===== src/hw/rtl/tks_pkg.sv =====
`timescale 1ns / 1ps
package tks_pkg;

  localparam int ELEM_W  = 16;
  localparam int ACC_W   = 48;
  localparam int INV_W   = 32;
  localparam int NUM_W   = ACC_W + INV_W;   // magnitude times reciprocal
  localparam int DIV_W   = 26;              // 2*floor_sqrt of a 48-bit sum
  localparam int QCNT_W  = 7;               // counts NUM_W divide steps

  localparam int QUEUE_DEPTH = 4;
  localparam int QLVL_W      = 3;

  localparam logic [ACC_W-1:0] SCORE_POS_SAT = {1'b0, {(ACC_W-1){1'b1}}};
  localparam logic [ACC_W-1:0] SCORE_NEG_SAT = {1'b1, {(ACC_W-1){1'b0}}};
  localparam logic [ACC_W-1:0] SQRT_TOP_BIT  = {2'b01, {(ACC_W-2){1'b0}}};

  localparam logic       CMD_QUERY = 1'b0;
  localparam logic       CMD_ROW   = 1'b1;

  localparam logic [2:0] CFG_COSINE_MODE = 3'd0;
  localparam logic [2:0] CFG_INV_NORM    = 3'd1;
  localparam logic [2:0] CFG_VECTOR_DIM  = 3'd2;
  localparam logic [2:0] CFG_TOP_COUNT   = 3'd3;

  // one finished row (or a bare report request) handed to the back end
  typedef struct packed {
    logic                    has_row;
    logic                    report;
    logic signed [ACC_W-1:0] dot;
    logic        [ACC_W-1:0] sq;
  } row_entry_t;

  typedef struct packed {
    logic             cosine_mode;
    logic [INV_W-1:0] inv_norm;
  } score_cfg_t;

endpackage


===== src/hw/rtl/tks_queue.sv =====
`timescale 1ns / 1ps
module tks_queue
  import tks_pkg::*;
(
  input  logic          clk,
  input  logic          rst_n,
  input  logic          push,
  input  row_entry_t    push_entry,
  input  logic          pop,
  output row_entry_t    head_entry,
  output logic          empty,
  output logic [QLVL_W-1:0] level
);

  localparam int PW = $clog2(QUEUE_DEPTH);

  row_entry_t        store [QUEUE_DEPTH];
  logic [PW-1:0]     wr_ptr_r, rd_ptr_r;
  logic [QLVL_W-1:0] level_r;

  always_ff @(posedge clk) begin
    if (push) begin
      store[wr_ptr_r] <= push_entry;
    end
  end

  always_ff @(posedge clk) begin
    if (!rst_n) begin
      wr_ptr_r <= '0;
      rd_ptr_r <= '0;
      level_r  <= '0;
    end else begin
      if (push) wr_ptr_r <= wr_ptr_r + 1'b1;
      if (pop)  rd_ptr_r <= rd_ptr_r + 1'b1;
      if (push && !pop)      level_r <= level_r + 1'b1;
      else if (pop && !push) level_r <= level_r - 1'b1;
    end
  end

  assign head_entry = store[rd_ptr_r];
  assign empty      = (level_r == '0);
  assign level      = level_r;

  a_no_overflow: assert property (@(posedge clk) disable iff (!rst_n)
    push && !pop |-> level_r != QLVL_W'(QUEUE_DEPTH))
    else $error("row queue overflow");

  a_no_underflow: assert property (@(posedge clk) disable iff (!rst_n)
    pop |-> level_r != '0)
    else $error("row queue underflow");

endmodule


===== config.mk =====
export PLATFORM = sky130hd
export DESIGN_NAME = tks_queue
export DESIGN_NICKNAME = d
export VERILOG_FILES = /design/src/hw/rtl/tks_pkg.sv /design/src/hw/rtl/tks_queue.sv
export SDC_FILE = /design/constraint.sdc
export NUM_CORES = 1
export LEC_CHECK = 0
export BUFFER_PORTS_ARGS = -buffer_cell sky130_fd_sc_hd__buf_2
export CAP_MARGIN = 5
export CELL_PAD_IN_SITES_DETAIL_PLACEMENT = 1
export CELL_PAD_IN_SITES_GLOBAL_PLACEMENT = 1
export CORE_ASPECT_RATIO = 2
export CORE_MARGIN = 5
export CORE_UTILIZATION = 45
export DETAILED_ROUTE_END_ITERATION = 10
export GPL_ROUTABILITY_DRIVEN = 0
export PLACE_DENSITY_LB_ADDON = 0.05
export SKIP_LAST_GASP = 1
export SYNTH_ARGS = -nofsm -noshare
export SYNTH_HDL_FRONTEND = slang
export SYNTH_SLANG_ARGS = --single-unit
export TNS_END_PERCENT = 5

===== constraint.sdc =====
create_clock -name clk -period 4.7 [get_ports clk]
set_input_delay 0.47 -clock clk [delete_from_list [all_inputs] [get_ports clk]]
set_output_delay 0.47 -clock clk [all_outputs]
set_load 0.05 [all_outputs]

# Word level (Yosys, flattened, before mapping)
# Memory sizes are Yosys's and may differ from the RTL's. A register that Yosys moved wholly into a read port is not among the register bits.
# Cells that the tools add are included.
# word_totals
regBits,7
latch_bits,0
ram_bits,392
romBits,0
in_bits,102
output_inout_bits,102
word_cells,20
memories,1
# classes
add_sub_neg,4
mul,0
div,0
order_cmp,0
n_eq_ne,0
n_shift,0
muxes,6
bitwise,0
n_reduce_logical,6
# memory_table
name,depth,word_bits,rd,rd_ports_with_merged_regs,wr,line_no,rtl
store,4,98,1,1,1,tks_queue.sv:17,row_entry_t store [QUEUE_DEPTH];
# ops
op,count
$mux 3,2
$add 2x1->2 const B,2
$mux 2,2
$add 3x1->3 const B,1
$logic_not 3->1,1
$sub 3x1->3 const B,1
$logic_and 1x1->1,2
$logic_not 1->1,2
$mux 1,2
$reduce_bool 2->1,1

# Longest topological paths before layout
# Gate-level depths: netlist of run 1.
# logic_depth
ltp_word,4
ltp_mapped,7
depth_no_buf,7

# Least setup slack after synthesis of run 1
# No wires, ideal clock.
# synth_timing
kind,register -> register
from,register wr_ptr_r[0]
to,memory store[0][0] in the netlist's numbering (enable)
setup_ps,468
arrival_ps,2807
required_ps,4232
path_slack_ps,1425
path_stages_with_launch,4
path_buffers,0
synth_period_minus_slack_ps,3275
path_cell_list,dfxtp_1 > inv_1 > ha_1 > and2_1
# synth_rtl
element,line_no,rtl
"start, declared",tks_queue.sv:18,"logic [PW-1:0] wr_ptr_r, rd_ptr_r;"
"start signal, assigned",tks_queue.sv:33,if (push) wr_ptr_r <= wr_ptr_r + 1'b1;
"end, declared",tks_queue.sv:17,
# Straight into the memory's write port.

==> reports/metrics.csv, run 1 <==
metric,value,unit
cp_top_family,buffers and inverters,
syn_to_final_growth,18.86,%
drv_slew,0,
p_switching,2.143,mW
worstPathCellList,"buf_4, mux4_2, buf_2",
yosys-top-cells-count,"edfxtp_1, mux4_2, buf_2",
timing.final.crit_period,3.114,ns
io_buffers,203,
worstMarginPinSlew,0.8933,ns
clk_latency,0.53,ns
rsz0062_at_grt,false,
instances_no_fill,1246,
first_global_vias,7574,
synth_most_common_cell,edfxtp_1,
synth_cell_type_count,21,
first_iter_violations,332,
tns,0,ns
pwr-share-clk,0.361,
p_per_area,481.8,mW/mm^2
h-tree-depth,2,
min_path_cells,1,
ant_nets,0,
grt_pass1_wl,46.39,mm
ctsResizeCount,0,
rows,93,
cp-start-kind,flip-flop,
finalSetupViolCount,0,
ioPinCount,204,
dieArea,0.03628,sq mm
final_util,0.5390,
drc_errors,0,
seqPwrFrac,0.501,
cts-root-buf,clkbuf_16,
hp-class,in -> reg,
ys.flop_type,edfxtp_1,
critPathMaxFanout,28,
fmax,321.2,MHz
placed_cells_incl_taps,1174,
synth-seq-cells,401,
cts.clk_slew.worst_paths,0.06,ns
routedWlPerCell,24.52,um
clock_sinks,401,
grt_max_degree,56,
arrival,2.64,ns
nets,894,
vias_per_cell,5.218,
cpPeakStageDelay,0.66,ns
die_x,137.2,um
ys_top_cells_by_area,"edfxtp_1, mux4_2, dfxtp_1, ha_1, and2_1",
wirelength,30.56,mm
cts_buffers,37,
synth-edff-count,392,
drtPass1Iterations,4,
core,0.03212,sq mm
r2r_cells,4,
sw_frac_of_total,0.2570,
die_h,264.4,um
holdBufCountCts,0,
antenna_found_initial,7,
initial_core_util,0.4535,
syn_nets,662,
cp.depth,3,
cap_violations,0,
cpMaxStageDelayCell,dfxtp_4,
gr-usage-all-layers,0.1721,
p_int,6.197,mW
relSlewSlack,0.4044,
syn-instance-count,554,
syn_avg_cell_area,26.29,sq um
async_flop_share,0,
syn_area,0.01456,sq mm
status,"complete, no violations",
synth_top_area_cell,edfxtp_1,
drive_above_1_share,0.4552,
post-cts-setup-buffers,0,
hold_viol,0,
grt_overflow_total,0,
critical_path_class,reg -> out,
power_leakage,5.806,nW
skew,0.01057,ns
end_kind,primary output,
dp_hpwl,19.39,mm
yosysWarningCount,0,
cp_num_buf_inv,2,
worstPathRequired,4.23,ns
finalCritPeriodShare,0.6625,
cts_buffer_depth,3,
pwr-share-comb,0.138,
tritoncts,built,
vias,6502,
ir_drop,0.3195,mV
synth-seq-area-share,0.8206,
synth_top_area_share,0.8082,
## cells in the final DEF, fill, tap and decap left out, drive strengths merged, types with 2 or more instances in the layout
master and count:
mux2i 2, mux4 98, and2 9, clkbuf 50
diode 4, bufinv 4, xnor2 2, ha 5
nor2b 2, xor2 3, dfxtp 9, edfxtp 392
inv 6, clkinv 11, buf 215
## flip-flops by register name (all words and copies together) (netlist names), named ones only
signal and cells:
store 392, rd_ptr_r 2, level 3, wr_ptr_r 2
## per-layer routing
| layer | vias to the layer above | wire length [um] | GRT usage |
|---|---|---|---|
| met5 | - | 49 | 0 |
| met4 | 8 | 786 | 0.05562 |
| met3 | 49 | 1767 | 0.04216 |
| met2 | 166 | 16850 | 0.3100 |
| met1 | 3432 | 11100 | 0.1993 |
| li1 | 2847 | - | - |
## final timing paths
path,from,to,slack [ns]
worst min register to register,level[2],level[2],0.52
worst min-delay path,push_entry[89],store[2][89],0.16
worst max register to register,wr_ptr_r[1],store[1][18],2.49
worst max-delay path,flip-flop,head_entry[62],1.59
## through the flow
stage	instance area, sq um	setup slack [ns]	power, mW	hold slack (ns)
global placement	16090	2.077	5.403	0.4889
floorplan	14560	1.425	5.108	0.5276
finish	17310	1.586	8.340	0.1596
global route	17310	1.353	8.667	0.1361
CTS	17300	1.453	8.463	0.1297
detailed placement	16090	2.034	5.438	0.5146
## logic make-up (layout without fill, tap and decap cells)
kind of cell,count (synthesis),count (layout),share of synthesized area
fa+ha+maj,6,6,0.005670
simple gates,14,14,0.005755
flops,401,401,0.8206
other cells,0,4,0
compound gates,2,2,0.0008590
xor+xnor,5,5,0.003007
buf+inv,26,287,0.01117
mux,100,100,0.1529
## layout make-up
class                      instances  area (sq um)
tap                              427         534.3
clock buffer                      50          1017
antenna                            4         10.01
fill                            2858         14810
timing repair buffer             215          1119
inverter                           4         15.01
sequential                       401         11960
clock inverter                    18         196.4
multi-input combinational        127          2460
## power by group through the flow
stage | logic (mW) | registers, mW | clock network [mW]
2_1_floorplan | 0.867 | 4.24 | 0
3_3_place_gp | 1.16 | 4.24 | 0
4_1_cts | 1.18 | 4.18 | 3.10
3_5_place_dp | 1.18 | 4.26 | 0
5_1_grt | 1.22 | 4.19 | 3.26
6_report | 1.15 | 4.18 | 3.01
Power figures use the tool's default switching activity.
==> run 2, diff against run 1 <==
Clock period 4.7 ns to 2.55 ns, I/O delays scaled along.
==> reports/metrics.csv, run 2 (synthesis results as in run 1) <==
metric,value,unit
status,"complete, no violations",
critical_path_class,reg -> out,
p_int,11.28,mW
routedWlPerCell,23.71,um
gr-usage-all-layers,0.1787,
ioPinCount,204,
final_cell_mix,"edfxtp_1, buf_2, mux4_2, dlygate4sd3_1, clkbuf_16",
timing.hold.ws,0.02460,ns
cts-root-buf,clkbuf_16,
seqPwrFrac,0.502,
relSlewSlack,0.6818,
hold_viol,0,
tns,0,ns
fmax,412.2,MHz
grt_overflow_total,0,
syn_to_final_growth,26.16,%
worstMarginPinSlew,0.4773,ns
clk_latency,0.53,ns
drive_above_1_share,0.4103,
initial_core_util,0.4535,
pwr-share-comb,0.154,
grt_pass1_wl,48.33,mm
placed_cells_incl_taps,1178,
ant_nets,0,
final_common_cell,edfxtp_1,
pwr-share-clk,0.344,
core,0.03212,sq mm
rsz0062_at_grt,false,
regMostFlops,store,
cp-start-kind,flip-flop,
vias,6912,
vias_per_cell,5.154,
tritoncts,built,
first_iter_violations,326,
p_per_area,830.6,mW/mm^2
finalSetupViolCount,0,
die_x,137.2,um
hp-class,in -> reg,
skew,0.01109,ns
drtPass1Iterations,4,
cts_buffers,35,
p_switching,3.978,mW
cts.clk_slew.worst_paths,0.07,ns
wirelength,31.80,mm
ir_drop,0.5686,mV
cts_buffer_depth,3,
rows,93,
clock_sinks,401,
critPathMaxFanout,51,
power.total,15.26,mW
antenna_cells,0,
power_leakage,6.238,nW
antenna_found_initial,0,
arrival,2.17,ns
nets,995,
drc_errors,0,
sw_frac_of_total,0.2606,
die_h,264.4,um
timing.final.crit_period,2.426,ns
cap_violations,0,
ctsResizeCount,0,
dieArea,0.03628,sq mm
finalCritPeriodShare,0.9515,
largest_reg_flops,392,
instances_no_fill,1341,
first_global_vias,8239,
dp_hpwl,19.24,mm
end_kind,primary output,
io_buffers,203,
h-tree-depth,2,
grt_max_degree,61,
worstPathRequired,2.30,ns
drv_slew,0,
[run 2: cell types whose count changed in the layout (fill, tap and decap cells not counted), sizes merged]
cell	before	now
dlygate4sd3	0	98
buf	215	220
clkbuf	50	46
diode	4	0
inv	6	8
bufinv	4	3
clkinv	11	10
[run 2: worst max-delay path, cell delays in order (launching register included)]
cell and delay, ns:
dfxtp_4 0.38, buf_12 0.37, mux4_2 0.62, buf_2 0.24
[run 2: timing repair]
item                                    4_1_cts  5_1_grt
hold endpoints to repair                    392        0
endpoints found under the setup margin        0        3
hold buffers                                 98        0
buffers inserted                              0        1
[run 2: path summary, 6_finish.rpt]
check                        end  depth (start not counted)  slack, ns        start
setup / recovery  head_entry[54]                          3       0.12    flip-flop
hold / removal       wr_ptr_r[0]                          2       0.02        rst_n
setup reg to reg    store[3][67]                          3       0.81  wr_ptr_r[0]
hold reg to reg         level[2]                          2       0.55     level[2]
[run 2: power groups by stage]
stage	sequential [mW]	clock, mW	combinational [mW]
global placement	7.78	0	2.23
floorplan	7.81	0	1.60
global route	7.68	5.69	2.49
finish	7.66	5.25	2.36
detailed placement	7.81	0	2.27
CTS	7.67	5.41	2.40
[run 2: metrics by stage]
step / setup WS (ns) / utilization / instance area (sq um)
6_report: 0.1237 / 0.5721 / 18370
5_1_grt: 0.01968 / 0.5721 / 18370
4_1_cts: 0.008722 / 0.5716 / 18360
3_5_place_dp: 0.5851 / 0.5061 / 16250
3_3_place_gp: 0.6100 / 0.5061 / 16250
2_1_floorplan: -0.7246 / - / 14570
[run 2: final cells by class]
cell class	count	area, sq um
Clock buffer	46	948.4
Clock inverter	18	175.2
Fill cell	2779	13740
Inverter	4	15.01
Multi-Input combinational cell	127	2460
Sequential cell	401	11960
Tap cell	427	534.3
Timing Repair Buffer	318	2282
[run 2: metal layers]
metal	share of wire	track usage	vias up	wire (um)
met3	0.049	0.03646	45	1565
li1	-	-	3043	-
met4	0.024	0.05481	0	752
met2	0.56	0.3300	171	17790
met5	0	0	-	0
met1	0.37	0.2052	3653	11690
